**src/hw/rtl/mnd_pkg.sv**
```systemverilog
// ============================================================================
// mnd_pkg
// Shared types and constants for the MIDI note event decoder.
// ============================================================================
`default_nettype none

package mnd_pkg;

    localparam logic [3:0]  TypeNoteOff = 4'h8;
    localparam logic [3:0]  TypeNoteOn  = 4'h9;
    localparam logic [3:0]  TypeBend    = 4'hE;

    localparam logic [4:0]  RangeReset  = 5'd2;
    localparam logic [5:0]  RangeBias   = 6'd12;
    // 2^28 = 3 * ThirdQ + 1, so (12 + range) * 2^30 / 12 becomes a multiply.
    localparam logic [26:0] ThirdQ      = 27'd89478485;
    // Reciprocal of three in Q9, exact for the small remainders used here.
    localparam logic [7:0]  ThirdRecip  = 8'd171;
    localparam logic [31:0] Q30One      = 32'h4000_0000;
    localparam logic [63:0] Q30Half     = 64'h0000_0000_2000_0000;
    localparam logic [32:0] Q14Half     = 33'h0_0000_2000;
    localparam logic [13:0] BendFlip    = 14'h2000;
    localparam logic [14:0] BendSpan    = 15'h4000;
    localparam logic [47:0] InvNumer    = 48'h4000_0000_0000;
    localparam int          RootCount   = 14;
    localparam logic [3:0]  LastRoot    = 4'd13;

    // Equal-tempered note frequency in whole hertz, truncated.
    localparam logic [13:0] NoteBaseHz [128] = '{
        14'd8,    14'd8,    14'd9,    14'd9,    14'd10,   14'd10,
        14'd11,   14'd12,   14'd12,   14'd13,   14'd14,   14'd15,
        14'd16,   14'd17,   14'd18,   14'd19,   14'd20,   14'd21,
        14'd23,   14'd24,   14'd25,   14'd27,   14'd29,   14'd30,
        14'd32,   14'd34,   14'd36,   14'd38,   14'd41,   14'd43,
        14'd46,   14'd48,   14'd51,   14'd55,   14'd58,   14'd61,
        14'd65,   14'd69,   14'd73,   14'd77,   14'd82,   14'd87,
        14'd92,   14'd97,   14'd103,  14'd110,  14'd116,  14'd123,
        14'd130,  14'd138,  14'd146,  14'd155,  14'd164,  14'd174,
        14'd184,  14'd195,  14'd207,  14'd220,  14'd233,  14'd246,
        14'd261,  14'd277,  14'd293,  14'd311,  14'd329,  14'd349,
        14'd369,  14'd391,  14'd415,  14'd440,  14'd466,  14'd493,
        14'd523,  14'd554,  14'd587,  14'd622,  14'd659,  14'd698,
        14'd739,  14'd783,  14'd830,  14'd880,  14'd932,  14'd987,
        14'd1046, 14'd1108, 14'd1174, 14'd1244, 14'd1318, 14'd1396,
        14'd1479, 14'd1567, 14'd1661, 14'd1760, 14'd1864, 14'd1975,
        14'd2093, 14'd2217, 14'd2349, 14'd2489, 14'd2637, 14'd2793,
        14'd2959, 14'd3135, 14'd3322, 14'd3520, 14'd3729, 14'd3951,
        14'd4186, 14'd4434, 14'd4698, 14'd4978, 14'd5274, 14'd5587,
        14'd5919, 14'd6271, 14'd6644, 14'd7040, 14'd7458, 14'd7902,
        14'd8372, 14'd8869, 14'd9397, 14'd9956, 14'd10548, 14'd11175,
        14'd11839, 14'd12543
    };

    typedef struct packed {
        logic accept;
        logic ld_x;
        logic sqrt_start;
        logic sqrt_from_x;
        logic ld_root;
        logic mul_a;
        logic mul_b;
        logic div_n_start;
        logic ld_pos_mult;
        logic ld_inv_mult;
        logic freq_mul;
        logic load_out;
    } t_cmd;

    typedef struct packed {
        logic note_go;
        logic div_done;
        logic sqrt_done;
        logic last_root;
        logic last_bit;
        logic neg;
        logic out_free;
    } t_sts;

endpackage

`default_nettype wire

```
**src/hw/rtl/mnd_div.sv**
```systemverilog
// ============================================================================
// mnd_div
// Restoring divider, one quotient bit per cycle, 48-bit by 32-bit.
// ============================================================================
`default_nettype none

module mnd_div (
    input  wire logic        i_clk,
    input  wire logic        i_rst_n,
    input  wire logic        i_start,
    input  wire logic [47:0] i_dividend,
    input  wire logic [31:0] i_divisor,
    output logic             o_done,
    output logic [47:0]      o_quotient
);

    logic        r_busy, r_done;
    logic [5:0]  r_cnt;
    logic [47:0] r_q;
    logic [31:0] r_rem;
    logic [31:0] r_div;
    logic [32:0] w_rem2;
    logic        w_ge;

    assign w_rem2 = {r_rem, r_q[47]};
    assign w_ge   = w_rem2 >= {1'b0, r_div};

    always_ff @(posedge i_clk) begin
        if (!i_rst_n) begin
            r_busy <= 1'b0;
            r_done <= 1'b0;
            r_cnt  <= '0;
        end else begin
            r_done <= 1'b0;
            if (i_start) begin
                r_busy <= 1'b1;
                r_cnt  <= '0;
            end else if (r_busy) begin
                r_cnt <= r_cnt + 6'd1;
                if (r_cnt == 6'd47) begin
                    r_busy <= 1'b0;
                    r_done <= 1'b1;
                end
            end
        end
    end

    always_ff @(posedge i_clk) begin
        if (i_start) begin
            r_q   <= i_dividend;
            r_div <= i_divisor;
            r_rem <= '0;
        end else if (r_busy) begin
            if (w_ge) begin
                r_rem <= 32'(w_rem2 - {1'b0, r_div});
            end else begin
                r_rem <= w_rem2[31:0];
            end
            r_q <= {r_q[46:0], w_ge};
        end
    end

    assign o_done     = r_done;
    assign o_quotient = r_q;

endmodule

`default_nettype wire

```
**src/hw/rtl/mnd_isqrt.sv**
```systemverilog
// ============================================================================
// mnd_isqrt
// Integer square root of a 64-bit value, one root bit per cycle.
// ============================================================================
`default_nettype none

module mnd_isqrt (
    input  wire logic        i_clk,
    input  wire logic        i_rst_n,
    input  wire logic        i_start,
    input  wire logic [63:0] i_radicand,
    output logic             o_done,
    output logic [31:0]      o_root
);

    logic        r_busy, r_done;
    logic [4:0]  r_cnt;
    logic [63:0] r_rad;
    logic [34:0] r_rem;
    logic [31:0] r_root;
    logic [34:0] w_rem2;
    logic [34:0] w_trial;
    logic        w_ge;

    // The remainder never exceeds twice the root, so 33 bits carry it.
    assign w_rem2  = {r_rem[32:0], r_rad[63:62]};
    assign w_trial = {1'b0, r_root, 2'b01};
    assign w_ge    = w_rem2 >= w_trial;

    always_ff @(posedge i_clk) begin
        if (!i_rst_n) begin
            r_busy <= 1'b0;
            r_done <= 1'b0;
            r_cnt  <= '0;
        end else begin
            r_done <= 1'b0;
            if (i_start) begin
                r_busy <= 1'b1;
                r_cnt  <= '0;
            end else if (r_busy) begin
                r_cnt <= r_cnt + 5'd1;
                if (r_cnt == 5'd31) begin
                    r_busy <= 1'b0;
                    r_done <= 1'b1;
                end
            end
        end
    end

    always_ff @(posedge i_clk) begin
        if (i_start) begin
            r_rad  <= i_radicand;
            r_rem  <= '0;
            r_root <= '0;
        end else if (r_busy) begin
            r_rad <= {r_rad[61:0], 2'b00};
            if (w_ge) begin
                r_rem  <= w_rem2 - w_trial;
                r_root <= {r_root[30:0], 1'b1};
            end else begin
                r_rem  <= w_rem2;
                r_root <= {r_root[30:0], 1'b0};
            end
        end
    end

    assign o_done = r_done;
    assign o_root = r_root;

endmodule

`default_nettype wire

```
**src/hw/rtl/mnd_ctrl.sv**
```systemverilog
// ============================================================================
// mnd_ctrl
// Sequencer for item intake and the frequency computation of a note event.
// ============================================================================
`default_nettype none

module mnd_ctrl (
    input  wire logic          i_clk,
    input  wire logic          i_rst_n,
    input  wire logic          i_in_valid,
    output logic               o_in_ready,
    input  wire mnd_pkg::t_sts i_sts,
    output mnd_pkg::t_cmd      o_cmd
);

    typedef enum logic [7:0] {
        S_IDLE = 8'b00000001,
        S_SQRT = 8'b00000010,
        S_MULA = 8'b00000100,
        S_MULB = 8'b00001000,
        S_POST = 8'b00010000,
        S_DIVN = 8'b00100000,
        S_FREQ = 8'b01000000,
        S_OUT  = 8'b10000000
    } t_state;

    t_state r_state, n_state;
    logic   w_accept;

    assign o_in_ready = (r_state == S_IDLE);
    assign w_accept   = i_in_valid && o_in_ready;

    always_comb begin
        n_state = r_state;
        o_cmd   = '0;
        o_cmd.accept = w_accept;
        unique case (r_state)
            S_IDLE: begin
                if (w_accept && i_sts.note_go) begin
                    o_cmd.ld_x        = 1'b1;
                    o_cmd.sqrt_start  = 1'b1;
                    o_cmd.sqrt_from_x = 1'b1;
                    n_state = S_SQRT;
                end
            end
            S_SQRT: begin
                if (i_sts.sqrt_done) begin
                    o_cmd.ld_root = 1'b1;
                    if (i_sts.last_root) begin
                        n_state = S_MULA;
                    end else begin
                        o_cmd.sqrt_start = 1'b1;
                    end
                end
            end
            S_MULA: begin
                o_cmd.mul_a = 1'b1;
                n_state = S_MULB;
            end
            S_MULB: begin
                o_cmd.mul_b = 1'b1;
                n_state = i_sts.last_bit ? S_POST : S_MULA;
            end
            S_POST: begin
                if (i_sts.neg) begin
                    o_cmd.div_n_start = 1'b1;
                    n_state = S_DIVN;
                end else begin
                    o_cmd.ld_pos_mult = 1'b1;
                    n_state = S_FREQ;
                end
            end
            S_DIVN: begin
                if (i_sts.div_done) begin
                    o_cmd.ld_inv_mult = 1'b1;
                    n_state = S_FREQ;
                end
            end
            S_FREQ: begin
                o_cmd.freq_mul = 1'b1;
                n_state = S_OUT;
            end
            S_OUT: begin
                if (i_sts.out_free) begin
                    o_cmd.load_out = 1'b1;
                    n_state = S_IDLE;
                end
            end
            default: n_state = S_IDLE;
        endcase
    end

    always_ff @(posedge i_clk) begin
        if (!i_rst_n) begin
            r_state <= S_IDLE;
        end else begin
            r_state <= n_state;
        end
    end

    a_onehot: assert property (@(posedge i_clk) disable iff (!i_rst_n)
        $onehot(r_state))
        else $error("controller state is not one-hot");

    a_sqrt_wait: assert property (@(posedge i_clk) disable iff (!i_rst_n)
        (r_state == S_SQRT && !i_sts.sqrt_done) |=> r_state == S_SQRT)
        else $error("left root stage before the root was ready");

    a_note_start: assert property (@(posedge i_clk) disable iff (!i_rst_n)
        (w_accept && i_sts.note_go) |=> r_state == S_SQRT)
        else $error("note dispatch did not start the computation");

endmodule

`default_nettype wire

```
**src/hw/rtl/mnd_dp.sv**
```systemverilog
// ============================================================================
// mnd_dp
// Datapath: message parser, bend store, root chain, multiplier and output.
// ============================================================================
`default_nettype none

module mnd_dp (
    input  wire logic          i_clk,
    input  wire logic          i_rst_n,
    input  wire logic          i_req_type,
    input  wire logic [7:0]    i_byte_value,
    input  wire logic          i_cfg_we,
    input  wire logic [4:0]    i_cfg_wdata,
    input  wire logic          i_out_ready,
    input  wire mnd_pkg::t_cmd i_cmd,
    output mnd_pkg::t_sts      o_sts,
    output logic               o_out_valid,
    output logic               o_event_kind,
    output logic [3:0]         o_channel,
    output logic [6:0]         o_note_number,
    output logic [6:0]         o_velocity,
    output logic [15:0]        o_frequency_hz
);

    // Parser state and configuration.
    logic [4:0]  r_range;
    logic [3:0]  r_type, r_chan;
    logic [1:0]  r_count;
    logic [7:0]  r_d1, r_d2;
    logic [13:0] r_bend_tab [16];

    // Event being computed.
    logic        r_ev_kind;
    logic [3:0]  r_ev_chan;
    logic [6:0]  r_ev_note, r_ev_vel;
    logic [13:0] r_bend;
    logic [31:0] r_roots [mnd_pkg::RootCount];
    logic [3:0]  r_k, r_j;
    logic [31:0] r_p;
    logic [63:0] r_prod;
    logic [18:0] r_mult;
    logic [32:0] r_fprod;

    // Output register.
    logic        r_out_valid, r_o_kind;
    logic [3:0]  r_o_chan;
    logic [6:0]  r_o_note, r_o_vel;
    logic [15:0] r_o_freq;

    logic        w_is_note, w_tick_full;
    logic [13:0] w_m;
    logic [63:0] w_round;
    logic [32:0] w_pos;
    logic [5:0]  w_rsum, w_rsum1;
    logic [31:0] w_xmul, w_x;
    logic [13:0] w_xfrac;
    logic        div_done, sqrt_done;
    logic [47:0] div_dividend, div_q;
    logic [31:0] sqrt_root, sqrt_src;
    logic [3:0]  w_ridx;

    assign w_is_note   = (r_type == mnd_pkg::TypeNoteOn) || (r_type == mnd_pkg::TypeNoteOff);
    assign w_tick_full = i_req_type && (r_count == 2'd3);

    // A negative bend uses its magnitude, up to a full 8192.
    assign w_m = r_bend[13] ? 14'(mnd_pkg::BendSpan - {1'b0, r_bend})
                            : {1'b0, r_bend[12:0]};

    assign w_round = r_prod + mnd_pkg::Q30Half;
    assign w_pos   = {1'b0, r_p} + mnd_pkg::Q14Half;
    assign w_rsum  = mnd_pkg::RangeBias + {1'b0, r_range};
    assign w_ridx  = mnd_pkg::LastRoot - r_j;

    // Rounded (12 + range) / 12 in Q30 equals (12 + range) * ThirdQ plus
    // floor((13 + range) / 3), the latter taken by a reciprocal multiply.
    assign w_rsum1 = w_rsum + 6'd1;
    assign w_xmul  = {26'b0, w_rsum} * {5'b0, mnd_pkg::ThirdQ};
    assign w_xfrac = {8'b0, w_rsum1} * {6'b0, mnd_pkg::ThirdRecip};
    assign w_x     = w_xmul + {27'b0, w_xfrac[13:9]};

    assign div_dividend = mnd_pkg::InvNumer + {17'b0, r_p[31:1]};
    assign sqrt_src     = i_cmd.sqrt_from_x ? w_x : sqrt_root;

    mnd_div u_div (
        .i_clk      (i_clk),
        .i_rst_n    (i_rst_n),
        .i_start    (i_cmd.div_n_start),
        .i_dividend (div_dividend),
        .i_divisor  (r_p),
        .o_done     (div_done),
        .o_quotient (div_q)
    );

    mnd_isqrt u_isqrt (
        .i_clk      (i_clk),
        .i_rst_n    (i_rst_n),
        .i_start    (i_cmd.sqrt_start),
        .i_radicand ({2'b00, sqrt_src, 30'b0}),
        .o_done     (sqrt_done),
        .o_root     (sqrt_root)
    );

    always_comb begin
        o_sts.note_go   = w_tick_full && w_is_note;
        o_sts.div_done  = div_done;
        o_sts.sqrt_done = sqrt_done;
        o_sts.last_root = (r_k == mnd_pkg::LastRoot);
        o_sts.last_bit  = (r_j == mnd_pkg::LastRoot);
        o_sts.neg       = r_bend[13];
        o_sts.out_free  = !r_out_valid || i_out_ready;
    end

    // Parser, configuration and bend store.
    always_ff @(posedge i_clk) begin
        if (!i_rst_n) begin
            r_range <= mnd_pkg::RangeReset;
            r_type  <= '0;
            r_chan  <= '0;
            r_count <= '0;
            r_d1    <= '0;
            r_d2    <= '0;
            for (int i = 0; i < 16; i++) begin
                r_bend_tab[i] <= '0;
            end
        end else begin
            if (i_cfg_we) begin
                r_range <= i_cfg_wdata;
            end
            if (i_cmd.accept) begin
                if (!i_req_type) begin
                    priority if (i_byte_value[7]) begin
                        r_type  <= i_byte_value[7:4];
                        r_chan  <= i_byte_value[3:0];
                        r_count <= 2'd1;
                    end else if (r_count == 2'd0) begin
                        r_count <= 2'd1;
                    end else if (r_count == 2'd1) begin
                        r_d1    <= i_byte_value;
                        r_count <= 2'd2;
                    end else if (r_count == 2'd2) begin
                        r_d2    <= i_byte_value;
                        r_count <= 2'd3;
                    end else begin
                        // A full message ignores further data bytes.
                        r_count <= r_count;
                    end
                end else if (r_count != 2'd0) begin
                    // Note and bend messages wait until they are complete.
                    if (w_is_note || r_type == mnd_pkg::TypeBend) begin
                        if (r_count == 2'd3) begin
                            r_count <= 2'd0;
                            if (r_type == mnd_pkg::TypeBend) begin
                                r_bend_tab[r_chan] <= {r_d2[6:0], r_d1[6:0]}
                                                      ^ mnd_pkg::BendFlip;
                            end
                        end
                    end else begin
                        r_count <= 2'd0;
                    end
                end
            end
        end
    end

    // Frequency computation.
    always_ff @(posedge i_clk) begin
        if (i_cmd.accept && o_sts.note_go) begin
            r_ev_kind <= (r_type == mnd_pkg::TypeNoteOn);
            r_ev_chan <= r_chan;
            r_ev_note <= r_d1[6:0];
            r_ev_vel  <= r_d2[6:0];
            r_bend    <= r_bend_tab[r_chan];
            r_p       <= mnd_pkg::Q30One;
            r_j       <= '0;
        end
        if (i_cmd.ld_x) begin
            r_roots[0] <= w_x;
            r_k        <= 4'd1;
        end
        if (i_cmd.ld_root) begin
            r_roots[r_k] <= sqrt_root;
            r_k          <= r_k + 4'd1;
        end
        if (i_cmd.mul_a) begin
            r_prod <= r_p * r_roots[w_ridx];
        end
        if (i_cmd.mul_b) begin
            if (w_m[r_j]) begin
                r_p <= w_round[61:30];
            end
            r_j <= r_j + 4'd1;
        end
        if (i_cmd.ld_pos_mult) begin
            r_mult <= w_pos[32:14];
        end
        if (i_cmd.ld_inv_mult) begin
            r_mult <= div_q[18:0];
        end
        if (i_cmd.freq_mul) begin
            r_fprod <= mnd_pkg::NoteBaseHz[r_ev_note] * r_mult;
        end
    end

    // Output register.
    always_ff @(posedge i_clk) begin
        if (!i_rst_n) begin
            r_out_valid <= 1'b0;
        end else if (i_cmd.load_out) begin
            r_out_valid <= 1'b1;
        end else if (i_out_ready) begin
            r_out_valid <= 1'b0;
        end
    end

    always_ff @(posedge i_clk) begin
        if (i_cmd.load_out) begin
            r_o_kind <= r_ev_kind;
            r_o_chan <= r_ev_chan;
            r_o_note <= r_ev_note;
            r_o_vel  <= r_ev_vel;
            r_o_freq <= r_fprod[32] ? 16'hFFFF : r_fprod[31:16];
        end
    end

    assign o_out_valid    = r_out_valid;
    assign o_event_kind   = r_o_kind;
    assign o_channel      = r_o_chan;
    assign o_note_number  = r_o_note;
    assign o_velocity     = r_o_vel;
    assign o_frequency_hz = r_o_freq;

endmodule

`default_nettype wire

```
**src/hw/rtl/midi_note_event_decoder.sv**
```systemverilog
// ============================================================================
// midi_note_event_decoder
// Parses MIDI channel messages and emits note events with bent frequency.
// ============================================================================
// Byte items and ticks that emit nothing are taken whenever the controller is idle.
// A note tick shows its event after thirteen square roots on the bit-serial
// root unit, fourteen multiply steps and, for a downward bend, one divide.
// Synchronous active-low reset clears the parser, bend store, range (to 2).
`default_nettype none

module midi_note_event_decoder (
    input  wire logic        i_clk,
    input  wire logic        i_rst_n,
    input  wire logic        i_in_valid,
    output logic             o_in_ready,
    input  wire logic        i_req_type,
    input  wire logic [7:0]  i_byte_value,
    input  wire logic        i_cfg_we,
    input  wire logic [4:0]  i_cfg_wdata,
    output logic             o_out_valid,
    input  wire logic        i_out_ready,
    output logic             o_event_kind,
    output logic [3:0]       o_channel,
    output logic [6:0]       o_note_number,
    output logic [6:0]       o_velocity,
    output logic [15:0]      o_frequency_hz
);

    mnd_pkg::t_cmd cmd;
    mnd_pkg::t_sts sts;

    mnd_ctrl u_ctrl (
        .i_clk      (i_clk),
        .i_rst_n    (i_rst_n),
        .i_in_valid (i_in_valid),
        .o_in_ready (o_in_ready),
        .i_sts      (sts),
        .o_cmd      (cmd)
    );

    mnd_dp u_dp (
        .i_clk          (i_clk),
        .i_rst_n        (i_rst_n),
        .i_req_type     (i_req_type),
        .i_byte_value   (i_byte_value),
        .i_cfg_we       (i_cfg_we),
        .i_cfg_wdata    (i_cfg_wdata),
        .i_out_ready    (i_out_ready),
        .i_cmd          (cmd),
        .o_sts          (sts),
        .o_out_valid    (o_out_valid),
        .o_event_kind   (o_event_kind),
        .o_channel      (o_channel),
        .o_note_number  (o_note_number),
        .o_velocity     (o_velocity),
        .o_frequency_hz (o_frequency_hz)
    );

endmodule

`default_nettype wire
```
**config.mk**
```make
export PLATFORM = sky130hd
export DESIGN_NAME = midi_note_event_decoder
export DESIGN_NICKNAME = d
export VERILOG_FILES = /design/src/hw/rtl/mnd_pkg.sv /design/src/hw/rtl/mnd_div.sv /design/src/hw/rtl/mnd_isqrt.sv /design/src/hw/rtl/mnd_ctrl.sv /design/src/hw/rtl/mnd_dp.sv /design/src/hw/rtl/midi_note_event_decoder.sv
export SDC_FILE = /design/constraint.sdc
export NUM_CORES = 2
export LEC_CHECK = 0
export ABC_CLOCK_PERIOD_IN_PS = 18200
export BUFFER_PORTS_ARGS = -buffer_cell sky130_fd_sc_hd__buf_2
export CAP_MARGIN = 20
export CORE_ASPECT_RATIO = 1.25
export CORE_MARGIN = 1.5
export CORE_UTILIZATION = 50
export CTS_CLUSTER_DIAMETER = 40
export DETAILED_ROUTE_END_ITERATION = 6
export MAX_ROUTING_LAYER = met4
export PLACE_DENSITY_LB_ADDON = 0.12
export SETUP_SLACK_MARGIN = 0.2
export SLEW_MARGIN = 40
export SYNTH_ARGS = -nofsm -noshare
export SYNTH_HDL_FRONTEND = slang
export SYNTH_HIERARCHICAL = 1
export SYNTH_SLANG_ARGS = --single-unit
```
**constraint.sdc**
```tcl
create_clock -name i_clk -period 18.2 [get_ports i_clk]
set_input_delay 3.64 -clock i_clk [delete_from_list [all_inputs] [get_ports i_clk]]
set_output_delay 3.64 -clock i_clk [all_outputs]
set_load 0.03 [all_outputs]
```
### Word level (Yosys, flattened, before mapping)

Memories as Yosys holds them, arrays and structs flattened. A register that Yosys moved wholly into a read port is not among the register bits.
Cells that the tools add are included.

| storage, ports and cells | value |
|---|---|
| input bits | 19 |
| RAM bits | 672 |
| logic and storage cells | 208 |
| output and inout bits | 37 |
| bits in registers | 472 |
| memories kept | 3 |
| bits in latches | 0 |
| ROM bits | 1792 |

| operators by class | value |
|---|---|
| $mul | 4 |
| reductions and logical operators | 28 |
| $add $sub $neg | 14 |
| bitwise logic cells | 9 |
| order comparisons | 4 |
| mux-type cells | 85 |
| equality and inequality tests | 25 |
| shift-type cells | 0 |
| div/mod/pow operators | 0 |

Memory list:

| name | depth | bits a word | rd ports | clocked after memory_dff | wr ports | RTL line | source |
|---|---|---|---|---|---|---|---|
| (no name shown) | 128 | 14 | 1 | 0 | 0 | mnd_dp.sv:200 | `r_fprod <= mnd_pkg::NoteBaseHz[r_ev_note] * r_mult;` |
| u_dp.r_roots | 14 | 32 | 1 | 0 | 1 | mnd_dp.sv:37 | `logic [31:0] r_roots [mnd_pkg::RootCount];` |
| u_dp.r_bend_tab | 16 | 14 | 1 | 1 | 16 | mnd_dp.sv:30 | `logic [13:0] r_bend_tab [16];` |

Operators with widths:

| cell | number |
|---|---|
| 32-bit 2-to-1 mux | 6 |
| 62-bit 2-to-1 mux | 2 |
| 48-bit 2-to-1 mux | 2 |
| 8-bit one-hot mux with 8 select lines | 1 |
| 62-bit by 30-bit adder with 62-bit output, second input constant | 1 |
| 32-bit by 32-bit multiplier with 62-bit output | 1 |
| 14-bit 2-to-1 mux | 4 |
| 47-bit by 31-bit adder with 48-bit output, first input constant | 1 |
| 1-bit 2-to-1 mux | 42 |
| 8-bit 2-to-1 mux | 5 |
| 19-bit 2-to-1 mux | 2 |
| 35-bit by 34-bit >= comparator with 1-bit output | 1 |
| 32-bit by 14-bit adder with 33-bit output, second input constant | 1 |
| 33-bit by 32-bit >= comparator with 1-bit output | 1 |
| 14-bit by 19-bit multiplier with 33-bit output | 1 |
| 33-bit 2-to-1 mux | 1 |
| 33-bit subtractor | 1 |
| 32-bit by 5-bit adder with 32-bit output | 1 |
| 6-bit by 27-bit multiplier with 32-bit output, second input constant | 1 |
| 32-bit OR reduction | 1 |
| 32-bit subtractor | 1 |
| 4-bit 2-to-1 mux | 6 |
| 4-bit equality test, second input constant | 5 |
| 2-bit 2-to-1 mux | 9 |
| other kinds (44) | 72 |

### Logic depth before layout (Yosys ltp)

| logic depth | value |
|---|---|
| word-level depth | 11 |
| mapped depth | 40 |

### Hierarchy

Netlist, hierarchy kept.

By module, submodules not included:

| module | area an instance (um^2) | times used | cells an instance |
|---|---|---|---|
| mnd_dp | 80228.2 | 1 | 7095 |
| mnd_isqrt | 7489.7 | 1 | 729 |
| mnd_div | 6678.9 | 1 | 621 |
| mnd_ctrl | 605.6 | 1 | 75 |

### Worst setup path after synthesis

OpenSTA, ideal clock, no wires.

| timing | value |
|---|---|
| kind | register to register |
| from | reg u_dp.r_j[1] |
| to | reg u_dp.r_prod[49], data pin |
| arrival | 9886 ps |
| stages on the path, launching flop included | 39 |
| setup slack | 8052 ps |
| clock period less this slack | 10148 ps |
| cells stage by stage | edfxtp_1 clkbuf_1 buf_1 buf_2 buf_1 inv_1 ha_1 clkbuf_1 clkbuf_1 clkbuf_1 a21oi_1 a21oi_1 clkbuf_1 nor2b_1 fa_1 fa_1 fa_1 inv_1 (+3 left out) inv_1 fa_1 inv_1 fa_1 inv_1 fa_1 inv_1 ha_1 nand3_1 or4_1 nor3_1 o2111a_1 a21oi_1 nand2b_1 o31a_1 o21a_1 o21ai_1 xor2_1 |

| on the way | value |
|---|---|
| longest elaborated chain between the ends | 3 |

Ends and longest elaborated chain:

| what | RTL line | source |
|---|---|---|
| start: declaration | mnd_dp.sv:38 | `logic [3:0] r_k, r_j;` |
| start signal: assignment | mnd_dp.sv:191 | `r_j <= r_j + 4'd1;` |
| 4-bit subtractor | mnd_dp.sv:72 | `assign w_ridx = mnd_pkg::LastRoot - r_j;` |
| memory 14 x 32 bit | n/a |  |
| 32-bit by 32-bit multiplier with 62-bit output | mnd_dp.sv:185 | `r_prod <= r_p * r_roots[w_ridx];` |
| end signal: assignment | mnd_dp.sv:185 |  |
| end: declaration | mnd_dp.sv:40 | `logic [63:0] r_prod;` |

Every way passes these cells.
A chain may end at the register's enable or synchronous reset.

### Worst setup path in the final report

| timing | value |
|---|---|
| from | reg u_dp.r_j[1] |
| to | reg u_dp.r_prod[55], data pin |

Same word-level chain as after synthesis.

==> results.json <==
{
  "grt_pass1_vias": 66400,
  "powerDensity_nw_per_um2": 64.8,
  "grt_max_degree": 93,
  "slowest_delay_ps": 1060,
  "hpwl_mm": 179,
  "synthMuxAreaShare": 0.0770,
  "core_area_um2": 188000,
  "clock_path_buffers": 3,
  "tritoncts": "yes",
  "power.leakage_nw": 45.2,
  "vias": 62900,
  "ant_nets": 0,
  "worstPathRequired_ps": 18740,
  "antenna_found_initial": 12,
  "clkLatencyLatePin_ps": 820,
  "cp.arrival_ps": 11710,
  "tns_ps": 0,
  "synth_flop_cell": "edfxtp_1",
  "tightest_slew_ps": 880,
  "syn_area_per_cell_um2": 11.2,
  "ir_worst_vdd_uv": 98.4,
  "clkTransAtPathRegs_ps": 60,
  "cts_num_sinks": 1143,
  "cap_violations": 0,
  "max_slew_margin": 0.413,
  "initial_core_util": 0.504,
  "layout-drive-gt1-share": 0.111,
  "cts_max_level": 4,
  "dieArea_um2": 193000,
  "fmax_mhz": 89.6,
  "synth_seq_cells": 1143,
  "synthAdderAreaFrac": 0.298,
  "hold_buffers": 0,
  "post_cts_buffers": 0,
  "io_buffers": 55,
  "slew_violations": 0,
  "rows": 178,
  "synth_xor_area_frac": 0.0183,
  "synth_top_family_by_area": "adder cells",
  "critical_path_class": "flop to flop",
  "synth_edf_count": 961,
  "dr.pass1.iters": 7,
  "timing.final.crit_share": 0.613,
  "yosys_warnings": 6,
  "grt_overflow": 0,
  "synth-simple-area-share": 0.140,
  "clock-skew-final_ps": 52.7,
  "startpoint_type": "flop",
  "cts-root-buf": "clkbuf_16",
  "fin_nets": 10000,
  "grtUsageTotal": 0.282,
  "synth-compound-area-share": 0.0555,
  "gp_congestion": 0.929,
  "outcome": "completed",
  "hold_violations": 0,
  "wire_per_inst_um": 23.3,
  "async_reset_ff_frac": 0,
  "synth_cell_types": 115,
  "drc": 0,
  "cp_max_fo": 49,
  "ctsResizeCount": 0,
  "netlist_area_um2": 95000,
  "cp_common_cell": "fa_1",
  "syn_inst": 8520,
  "seq_area_frac_synth": 0.342,
  "drt_first_iter_violations": 4277,
  "cts_made_buffers": 154,
  "power_mw": 6.72,
  "cpMaxStageDelayCell": "mux4_4",
  "hold_class": "flop to flop",
  "die_h_um": 490,
  "die_w_um": 393,
  "period_minus_slack_ps": 11160,
  "syn2layout_area_growth_pct": 9.04,
  "vias_per_cell": 5.68,
  "io_pins": 56,
  "finalSetupViolCount": 0,
  "endpoint_kind": "flop",
  "finalWirelength_mm": 258,
  "rsz0062_at_grt": "false",
  "grt_pass1_wl_mm": 399
}
==> power breakdown <==
| part | internal, mW | switching (mW) | leakage [nW] | total [mW] |
|---|---|---|---|---|
| registers | 2.88 | 0.0256 | 11.5 | 2.90 |
| clock network | 1.79 | 1.26 | 2.54 | 3.06 |
| logic | 0.294 | 0.465 | 31.1 | 0.759 |
==> worst paths after layout <==
kind	startpoint	endpoint	slack (ps)	cells after the start
setup / recovery	u_dp/r_j[1]$_SDFFCE_PN0P_	u_dp/r_prod[55]$_DFFE_PP_	7040	30
hold / removal	u_dp/r_ev_vel[2]$_DFFE_PP_	u_dp/o_velocity[2]$_DFFE_PP_	410	0
setup reg to reg	u_dp/r_j[1]$_SDFFCE_PN0P_	u_dp/r_prod[55]$_DFFE_PP_	7040	30
hold reg to reg	u_dp/r_ev_vel[2]$_DFFE_PP_	u_dp/o_velocity[2]$_DFFE_PP_	410	0
==> registers in the layout, summed over array words and instances (netlist names), 16 cells and up <==
register and cells:
u_dp/r_prod 33, u_dp/u_div/r_rem 32, u_dp/r_fprod 17, u_dp/u_div/o_quotient 48, u_dp/r_roots 448, u_dp/o_frequency_hz 16
u_dp/u_div/r_div 32, u_dp/u_isqrt/r_rem 33, u_dp/r_mult 19, u_dp/u_isqrt/o_root 32, u_dp/u_isqrt/r_rad 64, u_dp/r_bend_tab 224
u_dp/r_p 32
==> per-layer routing <==
metal  global-route usage  share of wire  up-vias
met1                0.351           0.40    32600
met2                0.470           0.50     1983
met4               0.0990          0.038        0
met5                    -              0        -
met3               0.0397          0.058      521
li1                     -              -    27800
==> cell usage after synthesis, drive strengths merged (23+ instances only) <==
| master | n | area share |
|---|---|---|
| o21ai | 184 | 0.0098 |
| a21oi | 208 | 0.011 |
| xor2 | 83 | 0.0077 |
| and2 | 489 | 0.032 |
| nor3 | 59 | 0.0033 |
| edfxtp | 961 | 0.30 |
| dfxtp | 182 | 0.038 |
| nand3 | 80 | 0.0042 |
| mux2i | 162 | 0.017 |
| nand2 | 825 | 0.033 |
| nand4 | 45 | 0.0030 |
| a21o | 90 | 0.0071 |
| fa | 1108 | 0.23 |
| buf | 72 | 0.0045 |
| o21bai | 23 | 0.0019 |
| and3 | 97 | 0.0065 |
| nor2 | 316 | 0.013 |
| nor2b | 420 | 0.028 |
| clkbuf | 417 | 0.016 |
| a31oi | 29 | 0.0020 |
| ha | 486 | 0.064 |
| o21a | 38 | 0.0030 |
| a211oi | 69 | 0.0055 |
| or2 | 26 | 0.0017 |
| nand2b | 137 | 0.0090 |
| mux4 | 185 | 0.044 |
| mux2 | 135 | 0.016 |
| inv | 1233 | 0.049 |
| xnor2 | 115 | 0.011 |
==> kinds of logic after synthesis <==
logic type / Yosys count
xor+xnor: 198
simple gates: 2574
mux: 482
buf+inv: 1724
compound gates: 802
other cells: 2
flops: 1143
fa+ha+maj: 1595
==> area by class of cell <==
class / instances / area (µm²)
fill: 16300 / 84800
multi-input combinational: 5700 / 56700
sequential: 1143 / 32500
inverter: 1235 / 4640
clock buffer: 168 / 3960
tap: 2520 / 3150
clock inverter: 119 / 1320
timing repair buffer: 181 / 1290
antenna: 6 / 15.0
==> layout by cell type, fill, tap and decap left out, drive strengths merged, types with 23 or more instances in the layout <==
master	instances
o21bai	23
o21a	38
nand3	80
dfxtp	182
buf	181
mux2	135
nand4	45
inv	1267
mux2i	162
or2	26
fa	1108
and2	489
nor2b	420
and3	97
nor2	316
a21oi	208
clkbuf	168
nand2b	137
ha	486
conb	49
mux4	185
o21ai	184
a21o	90
a31oi	29
edfxtp	961
a211oi	69
xnor2	115
nand2	825
nor3	59
xor2	83
clkinv	60
==> worst max-delay path, delay by kind of cell (launching register included) <==
kind                     cells  cell delay (ps)
multiplexers                 1             1060
AO/OA/AOI/OAI                6             1470
AND/OR/NAND/NOR              5             1120
buffers and inverters        6             1360
XOR/XNOR                     2              280
adder cells (fa/ha/maj)     10             5010
flip-flops                   1              500
==> through the flow <==
step	setup WS, ps	cell area (µm²)	hold WS, ps	cells	utilization
final	7040	104000	407	11100	0.550
after global routing	6580	104000	412	11100	0.550
after CTS	7000	104000	410	11100	0.549
after detailed placement	7040	98200	406	10800	0.521
after global placement	7110	98000	404	10800	0.520
after floorplan	8050	95200	400	8567	-
Note: power is estimated with default switching activity, not from simulation.
